### config.mk
export PLATFORM = sky130hd
export DESIGN_NAME = cwrr_div
export DESIGN_NICKNAME = d
export VERILOG_FILES = /design/src/rtl/cwrr_pkg.sv /design/src/rtl/cwrr_div.sv
export SDC_FILE = /design/constraint.sdc
export NUM_CORES = 1
export LEC_CHECK = 0
export ABC_CLOCK_PERIOD_IN_PS = 3560
export BUFFER_PORTS_ARGS = -buffer_cell sky130_fd_sc_hd__buf_4
export CORE_UTILIZATION = 59
export CTS_BUF_LIST = sky130_fd_sc_hd__clkbuf_8
export CTS_CLUSTER_DIAMETER = 30
export DETAILED_ROUTE_END_ITERATION = 8
export PLACE_DENSITY_LB_ADDON = 0.08
export SLEW_MARGIN = 20
export SYNTH_ARGS = -nofsm -noshare
export SYNTH_HDL_FRONTEND = slang
export SYNTH_SLANG_ARGS = --single-unit
export TNS_END_PERCENT = 5
### constraint.sdc
create_clock -name clk -period 3.56 [get_ports clk]
set_input_delay 0 -clock clk [delete_from_list [all_inputs] [get_ports clk]]
set_output_delay 0 -clock clk [all_outputs]
set_load 0.05 [all_outputs]
### src/rtl/cwrr_pkg.sv
// Package for the credit weighted round robin block.
// Holds field widths, command and status codes, the sequencer states and defaults.
// No dependencies.
`default_nettype none

package cwrr_pkg;

  localparam int CMD_W     = 2;
  localparam int MODEL_W   = 4;
  localparam int DEV_W     = 5;
  localparam int SHARE_W   = 7;
  localparam int REP_W     = 3;
  localparam int TP_W      = 24;
  localparam int KEY_W     = MODEL_W + DEV_W + SHARE_W + REP_W;
  localparam int STRIDE_W  = 41;
  localparam int CREDIT_W  = 48;
  localparam int STATUS_W  = 2;
  localparam int ENTRY_W   = KEY_W + STRIDE_W + CREDIT_W;
  localparam int MODEL_NUM = 1 << MODEL_W;

  localparam int TABLE_ENTRIES_DEF = 64;
  localparam int MODEL_COUNT_DEF   = 16;

  localparam logic [CMD_W-1:0] CMD_CLEAR  = 2'd0;
  localparam logic [CMD_W-1:0] CMD_INSERT = 2'd1;
  localparam logic [CMD_W-1:0] CMD_CHECK  = 2'd2;

  localparam logic [STATUS_W-1:0] STAT_OK      = 2'd0;
  localparam logic [STATUS_W-1:0] STAT_FULL    = 2'd1;
  localparam logic [STATUS_W-1:0] STAT_ZERO_TP = 2'd2;
  localparam logic [STATUS_W-1:0] STAT_MISS    = 2'd3;

  // 10.0 in Q16.32
  localparam logic [CREDIT_W-1:0] MARK_INIT = 48'h000A_0000_0000;

  typedef enum logic [2:0] {
    ST_IDLE,
    ST_RD,
    ST_CMP,
    ST_DIV,
    ST_UPD,
    ST_OUT
  } cwrr_state_t;

endpackage

`default_nettype wire

### src/rtl/cwrr_div.sv
// Restoring bit-serial divider computing floor(2^40 / divisor), one quotient bit a cycle.
// Depends on cwrr_pkg for widths.
`default_nettype none

module cwrr_div (
  input  wire logic                           clk,
  input  wire logic                           rst_n,
  input  wire logic                           start,
  input  wire logic [cwrr_pkg::TP_W-1:0]      divisor,
  output logic                                done,
  output logic      [cwrr_pkg::STRIDE_W-1:0]  quotient
);
  import cwrr_pkg::*;

  localparam int CNT_W = $clog2(STRIDE_W);

  logic                busy_r, busy_nxt;
  logic                done_r, done_nxt;
  logic [CNT_W-1:0]    cnt_r, cnt_nxt;
  logic [TP_W-1:0]     rem_r, rem_nxt;
  logic [STRIDE_W-1:0] q_r, q_nxt;
  logic [TP_W:0]       trial;

  // The dividend is a single one in its top bit, so the first shifted-in bit is one.
  assign trial = {rem_r, (cnt_r == '0)};

  always_comb begin
    busy_nxt = busy_r;
    done_nxt = 1'b0;
    cnt_nxt  = cnt_r;
    rem_nxt  = rem_r;
    q_nxt    = q_r;
    if (start) begin
      busy_nxt = 1'b1;
      cnt_nxt  = '0;
      rem_nxt  = '0;
      q_nxt    = '0;
    end else if (busy_r) begin
      if (trial >= {1'b0, divisor}) begin
        rem_nxt = TP_W'(trial - {1'b0, divisor});
        q_nxt   = {q_r[STRIDE_W-2:0], 1'b1};
      end else begin
        rem_nxt = trial[TP_W-1:0];
        q_nxt   = {q_r[STRIDE_W-2:0], 1'b0};
      end
      cnt_nxt = cnt_r + 1'b1;
      if (cnt_r == CNT_W'(STRIDE_W - 1)) begin
        busy_nxt = 1'b0;
        done_nxt = 1'b1;
      end
    end
  end

  always_ff @(posedge clk) begin
    if (!rst_n) begin
      busy_r <= 1'b0;
      done_r <= 1'b0;
      cnt_r  <= '0;
    end else begin
      busy_r <= busy_nxt;
      done_r <= done_nxt;
      cnt_r  <= cnt_nxt;
    end
    rem_r <= rem_nxt;
    q_r   <= q_nxt;
  end

  assign done     = done_r;
  assign quotient = q_r;

endmodule

`default_nettype wire

## Word-level counts from Yosys, hierarchy flattened

Index checks and enable logic that the tools add are counted.

- Register bits after elaboration: 73
- Input bits: 27
- Output and inout bits: 42
- Logic and storage cells: 20

- Add/subtract/negate cells: 2
- Order comparisons: 1
- Equality and inequality tests: 1
- Mux-type cells: 6
- Bitwise gates (word level): 2
- Reductions and logical operators: 3

Operators with widths:

| operator | count |
|---|---|
| 25-bit by 24-bit >= comparator with 1-bit output | 1 |
| 24-bit two-way mux | 1 |
| 24-bit subtractor | 1 |
| 6-bit by 1-bit adder with 6-bit output (second input constant) | 1 |
| 6-bit equality test (second input constant) | 1 |
| 6-bit logical NOT | 1 |
| 1-bit two-way mux | 5 |
| 3-bit OR reduction | 1 |
| 1-bit inverter | 2 |
| 2-bit OR reduction | 1 |

## Depth between registers and ports, before layout

- Depth in word-level cells: 4
- Depth in mapped cells: 14
- Mapped depth without buffers: 13

## Least setup slack after synthesis

OpenSTA, ideal clock, no wires.

- Path type: flip-flop to flip-flop
- From: register cnt_r[0]
- To: register rem_r[18]
- Arrival: 2.611 ns
- Setup slack: 0.807 ns
- Cell stages (with the launch flop): 14
- Buffers on the path: 0
- Cells stage by stage: dfxtp_1 -> inv_1 -> ha_1 -> nor3b_1 -> nand2_1 -> ha_1 -> fa_1 -> nor2b_1 -> o211ai_1 -> a31oi_1 -> a21o_1 -> mux2_2 -> nand3_1 -> a311oi_1

- Cells in the longest elaborated chain, start to end: 3

RTL lines:

| item | line | text |
|---|---|---|
| start, declared | cwrr_div.sv:19 | `logic [CNT_W-1:0] cnt_r, cnt_nxt;` |
| start signal, assigned | cwrr_div.sv:62 | `cnt_r <= cnt_nxt;` |
| 6-bit logical NOT * | cwrr_div.sv:25 | `assign trial = {rem_r, (cnt_r == '0)};` |
| 24-bit subtractor / 25-bit by 24-bit >= comparator with 1-bit output (equally long branches) | cwrr_div.sv:40, cwrr_div.sv:39 |  |
| 24-bit two-way mux * | cwrr_div.sv:39 | `if (trial >= {1'b0, divisor}) begin` |
| end signal, assigned | cwrr_div.sv:64 | `rem_r <= rem_nxt;` |
| end, declared | cwrr_div.sv:20 | `logic [TP_W-1:0] rem_r, rem_nxt;` |

Every way passes the cells marked *; elsewhere a longest branch is shown, timed or not.
A chain may end at the register's enable or synchronous reset.

## Worst setup path after layout

- From: register cnt_r[0]
- To: register rem_r[21]

The elaborated chain is that of the path after synthesis.

==> summary.md <==
| Metric | Value |
|---|---|
| Initial detailed-routing violation count | 217 |
| Peak VDD IR | 0.0003151 V |
| Arrival @ worst endpoint | 3.49 ns |
| DRC violations left | 0 |
| Design Area, Final | 5213 sq um |
| Status | finished clean |
| Cells resized by post-CTS repair | 0 |
| Routed WL | 10740 um |
| CTS Hold Bufs | 1 |
| Largest net degree at the start of global routing | 73 |
| Die area | 7858 sq um |
| Die width | 88.65 um |
| CP Max Fanout | 13 |
| Layout cells sized above 1 | 17.80% |
| DRT Pass-1 Iters | 5 |
| Ys flop type | dfxtp_1 |
| Congestion Overflow GR | 0 |
| WL per Instance | 15.34 um |
| Clock Skew | 0.01662 ns |
| DP HPWL | 7438 um |
| Data required, critical path | 3.81 ns |
| Pwr dens | 411.8 nW/um^2 |
| Initial core utilization | 61.07% |
| Setup TNS | 0 ns |
| Synthesized area | 4429 sq um |
| Startpoint types | register |
| DP Area | 4985 sq um |
| Hold WC Path Type | in -> reg |
| Routed Antenna Nets | 0 |
| H-tree depth | 3 |
| Placed cells | 683 |
| Most frequent cells in the layout | nor2_1 (87), buf_4 (74), dfxtp_1 (72) |
| Post-layout min period | 3.243 ns |
| Total power | 2.146 mW |
| Max-slew violations | 0 |
| ANT cells | 0 |
| Seq. cell area | 1465 sq um |
| Static leakage | 2.347 nW |
| Crit share post-route | 91.09% |
| # port buffers | 68 |
| Synth Instances | 539 |
| Post-Syn Area per Cell | 8.218 sq um |
| Post-Syn Nets | 593 |
| Fin nets | 650 |
| DR vias | 4086 |
| Synthesis-stage register bit count | 73 |
| Clk sinks | 73 |
| Ys async rst share | 0% |
| Rows | 31 |
| Endpoint type of the worst setup path | register |
| Commonest non-fill, non-tap cell in the layout | nor2_1 |
| Reg clk slew, reported paths | 0.08 ns |
| Yosys warns | 0 |
| Root Driver | clkbuf_8 |
| Hold Slack | 0.1157 ns |
| RSZ-0062 raised after global routing | no |
| CTS max path bufs | 2 |
| Initial antenna violation count | 0 |
| Synth unique cells | 60 |
| Final Hold Viols | 0 |
| Crit path kind | reg -> reg |
| Clk Latency, worst-skew pair | 0.35 ns |
| Core Area | 7253 sq um |
| Setup bufs post-CTS | 0 |
| Sequential-to-total area share from yosys stat | 32.99% |
| Fin cells | 700 |
| IO Pins | 69 |
| Global placer's final weighted congestion | 0.9700 |
| GRT Overall Usage | 27.64% |
| CTS tree | yes |
| Max-slew headroom | 49.82% |
| Vias in the first global route | 3589 |
| MaxCap Viol Count | 0 |
| Area occupied by multi-input gates | 2713 sq um |
| Global-route wire length before repair | 16820 um |
| Filler cells | 584 |
| DR vias/cell | 5.837 |
| Max Clk Rate | 308.4 MHz |
| Die height | 88.65 um |
| Final setup violation count | 0 |
| Inserted Clock Buffers | 9 |
| Post-synth EDFFs | 0 |
| Area delta synth->final | 17.68% |
| Worst slew pin tran | 0.7527 ns |
==> layer usage <==
| layer | up-vias | track usage [%] | share of wire (%) |
|---|---|---|---|
| li1 | 2023 | - | - |
| met1 | 1916 | 34.78 | 45 |
| met2 | 123 | 46.57 | 47 |
| met3 | 24 | 5.597 | 5.2 |
| met4 | 0 | 10.56 | 2.4 |
| met5 | - | 0 | 0 |
==> Yosys cell counts (2+ instances only) <==
library cell	n	area [sq um]
and3_1	3	18.77
ha_1	26	325.3
nand2b_1	4	25.02
o22ai_1	3	18.77
o311a_1	2	20.02
a2bb2oi_1	2	17.52
nor2b_1	5	31.28
mux2_2	4	45.04
nor3b_1	4	30.03
inv_1	34	127.6
xnor2_1	11	96.34
o21ai_1	2	10.01
or3_1	10	62.56
o21a_1	3	22.52
nor4_1	5	31.28
xor2_1	6	52.55
dfxtp_1	73	1461
o41ai_1	2	17.52
nand3_1	11	55.05
buf_2	5	25.02
o2111ai_1	2	17.52
a31oi_1	5	31.28
a311oi_1	13	113.9
buf_1	2	7.510
o21ai_0	10	50.05
mux2i_1	45	450.4
o211a_1	3	30.03
o311ai_0	2	17.52
o31ai_1	5	37.54
a21oi_1	22	110.1
a31o_2	3	26.28
a211oi_1	7	52.55
nand4_1	5	31.28
nor3_1	13	65.06
a21o_1	10	75.07
clkbuf_1	19	71.32
nor2_1	87	326.6
nand2_1	48	180.2
a21oi_2	2	17.52
==> critical path: stages (launching register included) <==
cell and delay (ns):
dfxtp_1 0.40, inv_1 0.06, ha_1 0.18, nor3b_1 0.14
nand2_1 0.09, ha_1 0.19, nand2b_1 0.13, a21oi_1 0.13
o311a_2 0.46, o31ai_2 0.27, a21o_1 0.48, buf_4 0.27
nand2_1 0.07, a311oi_1 0.27
==> logic make-up (layout without fill, tap and decap cells) <==
| group | Yosys count | in the layout | share of synthesized area, % |
|---|---|---|---|
| compound gates | 108 | 108 | 18.22 |
| xor+xnor | 17 | 17 | 3.362 |
| fa+ha+maj | 27 | 27 | 7.797 |
| buf+inv | 63 | 125 | 5.763 |
| flops | 73 | 73 | 32.99 |
| mux | 49 | 49 | 11.19 |
| simple gates | 202 | 202 | 20.68 |
==> worst paths after layout <==
kind / slack (ns) / endpoint / from / depth (start not counted)
worst max-delay path: 0.32 / rem_r[21] / cnt_r[0] / 13
worst min-delay path: 0.12 / rem_r[0] / divisor[0] / 4
worst max register to register: 0.32 / rem_r[21] / cnt_r[0] / 13
worst min register to register: 0.50 / quotient[0] / quotient[0] / 2
==> sequential cells by signal (all words and copies together), names as in the netlist <==
register,count
done,1
quotient,41
busy_r,1
rem_r,24
cnt_r,6
==> where the power goes <==
group / switching, mW / internal [mW] / leakage (nW)
Clock: 0.340 / 0.396 / 0.111
Combinational: 0.303 / 0.226 / 1.64
Sequential: 0.0389 / 0.843 / 0.593
Total: 0.681 / 1.46 / 2.35
==> layout make-up <==
class	count	share of cell area, %
multi-input combinational	403	52.04
sequential	73	28.11
timing repair buffer	75	10.85
inverter	34	2.448
clock buffer	9	2.376
tap	99	2.376
clock inverter	7	1.800
==> stage by stage <==
stage | util [%] | setup WS [ns]
5_1_grt | 71.86 | 0.1156
3_5_place_dp | 68.73 | 0.3896
3_3_place_gp | 68.73 | 0.5039
4_1_cts | 71.86 | 0.3410
2_1_floorplan | - | 0.8066
6_report | 71.86 | 0.3173
Note: power is estimated with default switching activity, not from simulation.
