File: config.mk
export PLATFORM = sky130hd
export DESIGN_NAME = cwrr_ram
export DESIGN_NICKNAME = d
export VERILOG_FILES = /design/src/rtl/cwrr_ram.sv
export SDC_FILE = /design/constraint.sdc
export NUM_CORES = 1
export LEC_CHECK = 0
export BUFFER_PORTS_ARGS = -buffer_cell sky130_fd_sc_hd__clkbuf_2
export CORE_ASPECT_RATIO = 1.1
export CORE_MARGIN = 4
export CORE_UTILIZATION = 35
export CTS_CLUSTER_DIAMETER = 60
export DETAILED_ROUTE_END_ITERATION = 12
export GPL_ROUTABILITY_DRIVEN = 0
export HOLD_SLACK_MARGIN = 0.08
export PLACE_DENSITY = 0.53
export SLEW_MARGIN = 40
export SYNTH_ARGS = -nofsm -noshare
export SYNTH_HDL_FRONTEND = slang
export SYNTH_SLANG_ARGS = --single-unit
export TNS_END_PERCENT = 10
File: constraint.sdc
create_clock -name clk -period 3.7 [get_ports clk]
set_input_delay 0.74 -clock clk [delete_from_list [all_inputs] [get_ports clk]]
set_output_delay 0.74 -clock clk [all_outputs]
set_load 0.01 [all_outputs]
File: src/rtl/cwrr_ram.sv
// Generic single write port, single read port RAM with registered read data.
// No dependencies.
`default_nettype none

module cwrr_ram #(
  parameter int WIDTH = 8,
  parameter int DEPTH = 16
) (
  input  wire logic                                    clk,
  input  wire logic                                    we,
  input  wire logic [(DEPTH > 1 ? $clog2(DEPTH) : 1)-1:0] waddr,
  input  wire logic [WIDTH-1:0]                        wdata,
  input  wire logic [(DEPTH > 1 ? $clog2(DEPTH) : 1)-1:0] raddr,
  output logic      [WIDTH-1:0]                        rdata
);

  logic [WIDTH-1:0] mem [DEPTH];

  always_ff @(posedge clk) begin
    if (we) begin
      mem[waddr] <= wdata;
    end
    rdata <= mem[raddr];
  end

endmodule

`default_nettype wire

### After elaboration in Yosys (flattened, before gate mapping)

Memories as Yosys holds them, arrays and structs flattened. A register that Yosys moved wholly into a read port is not among the register bits.
Index checks and enable logic that the tools add are counted.

| word-level totals | value |
|---|---|
| register bits | 0 |
| RAM bits | 128 |
| output and inout bits | 8 |
| word-level logic and storage cells | 3 |
| memories | 1 |

Memories:

| memory | depth | bits a word | rd ports | clocked after memory_dff | wr ports | RTL line | RTL |
|---|---|---|---|---|---|---|---|
| mem | 16 | 8 | 1 | 1 | 1 | 17 | `logic [WIDTH-1:0] mem [DEPTH];` |

| operators by class | value |
|---|---|
| mux-type cells | 2 |

Operators by type and width:

| cell | count |
|---|---|
| 2-to-1 mux 1 bit | 2 |

### Logic depth before layout (Yosys ltp)

Gate-level depths: netlist of the first run.

| logic depth | value |
|---|---|
| depth after elaboration | 2 |
| depth in mapped cells | 5 |

### Worst setup path before layout of the first run

No wires, ideal clock.

| timing path | value |
|---|---|
| path kind | input to register |
| start | input waddr[2] (netlist name) |
| end | memory mem[0][0], enable pin |
| library setup time | 0.383 ns |
| arrival time | 1.850 ns |
| path slack | 1.467 ns |
| cell stages on the path | 2 |
| path buffers | 0 |
| cells stage by stage | or3b_2 nor3_1 |

RTL lines:

| what | RTL line | RTL |
|---|---|---|
| start: declaration | 11 | `input wire logic [(DEPTH > 1 ? $clog2(DEPTH) : 1)-1:0] waddr,` |
| end: declaration | 17 |  |

No word-level cell before the write port.

==> results.cfg, run 1 <==
[timing]
final_hold_viol_count = 0
setup_tns_ns = 0
fin_skew_ns = 0.00452
rsz0062_at_grt = false
setup_viol = 0
max_freq_ghz = 0.507
slew_headroom_pct = 47.3
fin_crit_sh_pct = 53.4
worstMarginPinSlew_ns = 0.787
slew_viol_final = 0
layout_min_cycle_time_ns = 1.97

[die]
ios = 26
fp.dieW_um = 124
rows = 46
core_region_area_mm2 = 0.0144
die_h_um = 135
start_util_pct = 35.6
die_area_mm2 = 0.0167

[setup_path]
startpoint_type = input pin
r2r_slack_ns = 2.36
arrival_ns = 2.26
worst-setup-path-type = input pin to register
worstReg2RegStart = mem[1][1]
setup.worst_path.end_class = register
required_ns = 3.99
crit_start = raddr[0]
path_max_fanout = 9

[power]
p_per_area_mw_per_mm2 = 561
p_leak_nw = 1.99
ir_worst_vdd_v = 0.000285

[yosys]
syn_nets = 247
synth.yosys.warnings = 0
synth_top_cell_by_area = edfxtp_1
ys_ff_latch = 136
synth.distinct_cells = 19
yosysSeqAreaShare_pct = 77.8
synth_area_mm2 = 0.00515
avgSynthCellArea_um2 = 22.5
ys_top_cells_by_area = edfxtp_1 75%, mux4_2 7.9%, mux4_1 7.1%
syn_inst = 229
synth_top_area_share_pct = 74.7

[drt]
ant_nets = 0
drtIter0Drc = 146
viasPerCell = 4.97
routed_wirelength_mm = 10.1
dr_total_vias = 2355
wl_per_cell_um = 21.3
dr.pass1.iters = 4
drc = 0

[final_layout]
fin_area_mm2 = 0.00604
areaGrowthSynthToFinish_pct = 17.3
fillCellCount = 1266
num-nets-final = 288
drive_above_1_share_pct = 29.8
diodes = 0

[placed_design]
dp_hpwl_mm = 6.36
portBuffers = 25
place_area_mm2 = 0.00551

[hold_path]
hold_path_class = register to register
hp-start = mem[7][3]

[clocking]
root_buffer = clkbuf_16
cts_resized = 0
cts_tree = built
cts_setup_buffers = 0
cts_hold_buf = 0
clkTransAtPathRegs_ns = 0.05
cts.sinks = 136
numCtsBuffers = 17
htree_num_levels = 4
clockBufferDepth = 2
insertion_delay_ns = 0.41

[global_route]
overflow = 0
grt_usage_pct = 13.3
grt_start_max_net_pins = 33
grt_antenna_before_repair = 0
grt_pass1_wl_mm = 15.2
grt_pass1_vias = 2449

[flow_run]
drv_cap = 0

[run_status]
status = complete, no violations
stage by stage:
step | setup slack [ns] | instances | utilization (%) | total power (W) | hold slack (ns)
final | 1.73 | 474 | 41.8 | 0.00339 | 0.669
after global routing | 1.64 | 474 | 41.8 | 0.00351 | 0.707
after CTS | 1.68 | 474 | 41.8 | 0.00342 | 0.671
after detailed placement | 1.24 | 443 | 38.2 | 0.00193 | 0.659
after global placement | 1.26 | 443 | 38.0 | 0.00192 | 0.654
after floorplan | 1.47 | 229 | - | 0.00185 | 0.629
critical path: stages:
cell and delay (ns):
clkbuf_2 0.31, buf_4 0.29, mux4_1 0.62, a22oi_1 0.23, nand2_1 0.07
routing by layer:
metal  wire, µm  GRT usage (%)  part of all wire (%)
met5          0              0                     0
met4        163           5.54                   1.6
met3        587           3.93                   5.8
met2       4790           20.1                    47
met1       4550           18.0                    45
sequential cells by signal, indices dropped and copies added, names as in the netlist:
name   flops
rdata      8
mem      128
path summary, 6_finish.rpt:
| kind | to | cells after the start |
|---|---|---|
| max | rdata[2] | 5 |
| min | rdata[3] | 3 |
| max reg2reg | rdata[1] | 3 |
| min reg2reg | rdata[3] | 3 |
cell usage after synthesis:
cell and instances:
edfxtp_1 128, mux4_2 18, a22oi_1 16, mux4_1 14
nor2_1 13, nand2_1 9, dfxtp_1 8, nor3_1 4
buf_2 3, buf_6 3, clkdlybuf4s25_2 3, nand2b_1 2
nand3b_1 2, and2_1 1, and2b_1 1, buf_4 1
nand3_1 1, nor2b_1 1, or3b_2 1
where the power goes:
| part | switching, W | internal [W] |
|---|---|---|
| Clock | 0.000560 | 0.000931 |
| Sequential | 0.0000112 | 0.00172 |
| Combinational | 0.0000937 | 0.0000654 |
logic make-up (layout without fill, tap and decap cells):
kind of cell,count (synthesis),count (layout),share of synthesized area (%)
DFF,136,136,77.8
and+or+nand+nor,35,35,3.18
muxes,32,32,15.0
AOI/OAI and AO/OA,16,16,2.33
buffers and inverters,10,63,1.68
placed cells by master, fill, tap and decap left out, types with 2 or more instances in the layout:
| cell type | n |
|---|---|
| edfxtp_1 | 128 |
| clkbuf_2 | 24 |
| mux4_2 | 18 |
| clkbuf_16 | 17 |
| a22oi_1 | 16 |
| mux4_1 | 14 |
| nor2_2 | 10 |
| nand2_1 | 9 |
| clkbuf_1 | 8 |
| dfxtp_1 | 8 |
| buf_4 | 6 |
| nor3_1 | 4 |
| nor2_1 | 3 |
| clkinv_2 | 3 |
| nand3b_1 | 2 |
| nand2b_1 | 2 |
final cells by class:
type | count | area [µm²] | area share [%]
multi-input combinational | 83 | 1080 | 18.0
sequential | 136 | 4000 | 66.3
tap | 192 | 240 | 3.98
timing repair buffer | 32 | 193 | 3.19
clock buffer | 26 | 469 | 7.77
clock inverter | 5 | 48.8 | 0.808
(Power assumes the default switching activity.)
==> run 2: changes to the inputs <==
- PLACE_DENSITY: 0.53 -> 0.55
- clock period: 3.7 -> 1.8 ns (I/O delays scaled with it)
==> run 2 against run 1 <==
  * Sequential power is 110% higher
  * Cell count is 3.8% higher
  * Combinational power is 120% higher
  * Via count is 3.4% higher
  * First-iteration DRC count is 15% higher
  * Die area stayed put
  * Sequential share of layout area is 3.1 points lower
  * Non-clock buffer count is 17 higher
  * Clock power grew to 2.7 times the previous value
  * Register-to-register slack worse by 1.9 ns
  * Clock skew is 0.0017 ns higher
  * Hold slack worse by 0.29 ns
  * Largest cell class unchanged
  * Highest routed layer unchanged
==> results.cfg, run 2 (synthesis gave the netlist of run 1 again) <==
[run_status]
status = complete, no violations

[drt]
wl_per_cell_um = 21.3
highest_layer = met4
routed_wirelength_mm = 10.5
wl_met3_um = 592
viasPerCell = 4.95
drtIter0Drc = 168
dr_total_vias = 2435
drc = 0
route.met2.wl_mm = 5.16
wl_met1_mm = 4.65
ant_nets = 0
dr.pass1.iters = 4

[setup_path]
required_ns = 2.09
worst-setup-path-type = input pin to register
worst-path-stages = 6
critPathSlowestCell = mux4_2
reg2reg_depth = 3
setup.worst_path.end_class = register
crit_chain = clkbuf_2 > buf_12 > buf_4 > mux4_2 > a22oi_1 > nand2_1
worstReg2RegStart = mem[2][7]
r2r_slack_ns = 0.48
path_buf_inv = 3
arrival_ns = 1.65
critPathMaxStageDelay_ns = 0.51
r2r-end = rdata[7]
path_max_fanout = 12
cp_top_family = multiplexers
startpoint_type = input pin

[placed_design]
portBuffers = 25
dp_hpwl_mm = 6.73
dpl.cell_count = 460

[timing]
rsz0062_at_grt = false
fin_crit_sh_pct = 75.5
slew_viol_final = 0
setup_tns_ns = 0
layout_min_cycle_time_ns = 1.36
max_freq_ghz = 0.736
setup_viol = 0
worstMarginPinSlew_ns = 0.784
slew_headroom_pct = 47.5
final_hold_viol_count = 0
fin_skew_ns = 0.00619

[die]
start_util_pct = 35.6
rows = 46
die_area_mm2 = 0.0167
core_region_area_mm2 = 0.0144
fp.dieW_um = 124
die_h_um = 135
ios = 26

[hold_path]
min_to = mem[7][0]
whs_path_depth = 1
hold_path_class = input pin to register
hp-start = wdata[0]

[clocking]
cts_resized = 0
cts_tree = built
cts_hold_buf = 0
insertion_delay_ns = 0.40
clkTransAtPathRegs_ns = 0.06
numCtsBuffers = 17
cts_setup_buffers = 0
clockBufferDepth = 2
root_buffer = clkbuf_16
cts.sinks = 136
htree_num_levels = 4

[power]
ir_worst_vdd_v = 0.000642
total_power_w = 0.00787
p_per_area_mw_per_mm2 = 1240
p_leak_nw = 2.16

[final_layout]
largestRegisters = mem: 128 flops, rdata: 8 flops
finalNonFillerCells = 492
num-nets-final = 305
areaGrowthSynthToFinish_pct = 23.0
drive_above_1_share_pct = 32.7
regMostFlops = mem
layout_commonest_cell = edfxtp_1
largest_register_ffs = 128
utilization_pct = 43.8
diodes = 0
final_cell_mix = 128 x edfxtp_1, 25 x clkbuf_2, 21 x buf_4

[global_route]
grt_usage_pct = 13.7
grt_start_max_net_pins = 33
grt_pass1_wl_mm = 16.0
grt_antenna_before_repair = 0
grt_pass1_vias = 2618
overflow = 0

[flow_run]
drv_cap = 0
-- run 2: cell count changes in the layout (fill, tap and decap cells not counted), moves of 2 or more --
cell / change
clkinvlp_4: +3
buf_4: +15
clkbuf_1: -7
clkinv_2: -3
bufinv_16: +6
buf_12: +2
nor2_1: +10
nor2_2: -10
clkinv_1: +2
-- run 2: layout make-up --
cell class / count / area, µm²
clock buffer: 18 / 429
clock inverter: 14 / 253
fill: 1219 / 8110
multi-input combinational: 83 / 1060
sequential: 136 / 4000
tap: 192 / 240
timing repair buffer: 49 / 343
-- run 2: worst register-to-register path, delay by kind of cell, from the launching register on --
kind	cells	cell delay, ns
mux	1	0.46
simple gates	1	0.08
compound gates	1	0.31
flops	1	0.36
-- run 2: worst max-delay path by stage --
stage | to | startpoint
floorplan | mem[3][0] | waddr[2]
global placement | rdata[6] | raddr[0]
detailed placement | rdata[4] | raddr[0]
CTS | rdata[4] | raddr[0]
global route | rdata[6] | raddr[0]
finish | rdata[4] | raddr[0]
-- run 2: where the power goes --
group / internal (W) / total, W / switching, W / leakage, nW
clock network: 0.00272 / 0.00395 / 0.00123 / 0.319
registers: 0.00354 / 0.00357 / 0.0000242 / 1.22
logic: 0.000150 / 0.000346 / 0.000196 / 0.617
-- run 2: stage by stage --
step	area (µm²)	hold slack (ns)	setup WS, ns
2_1_floorplan	5150	0.459	0.174
3_3_place_gp	5650	0.652	-0.0253
3_5_place_dp	5650	0.664	0.0158
4_1_cts	6330	0.362	0.452
5_1_grt	6330	0.380	0.393
6_report	6330	0.379	0.441
-- run 2: routing by layer --
layer / vias to the layer above / GRT usage, %
met4: 0 / 3.88
met3: 8 / 4.18
li1: 1096 / -
met1: 1260 / 19.0
met2: 71 / 21.0
met5: - / 0
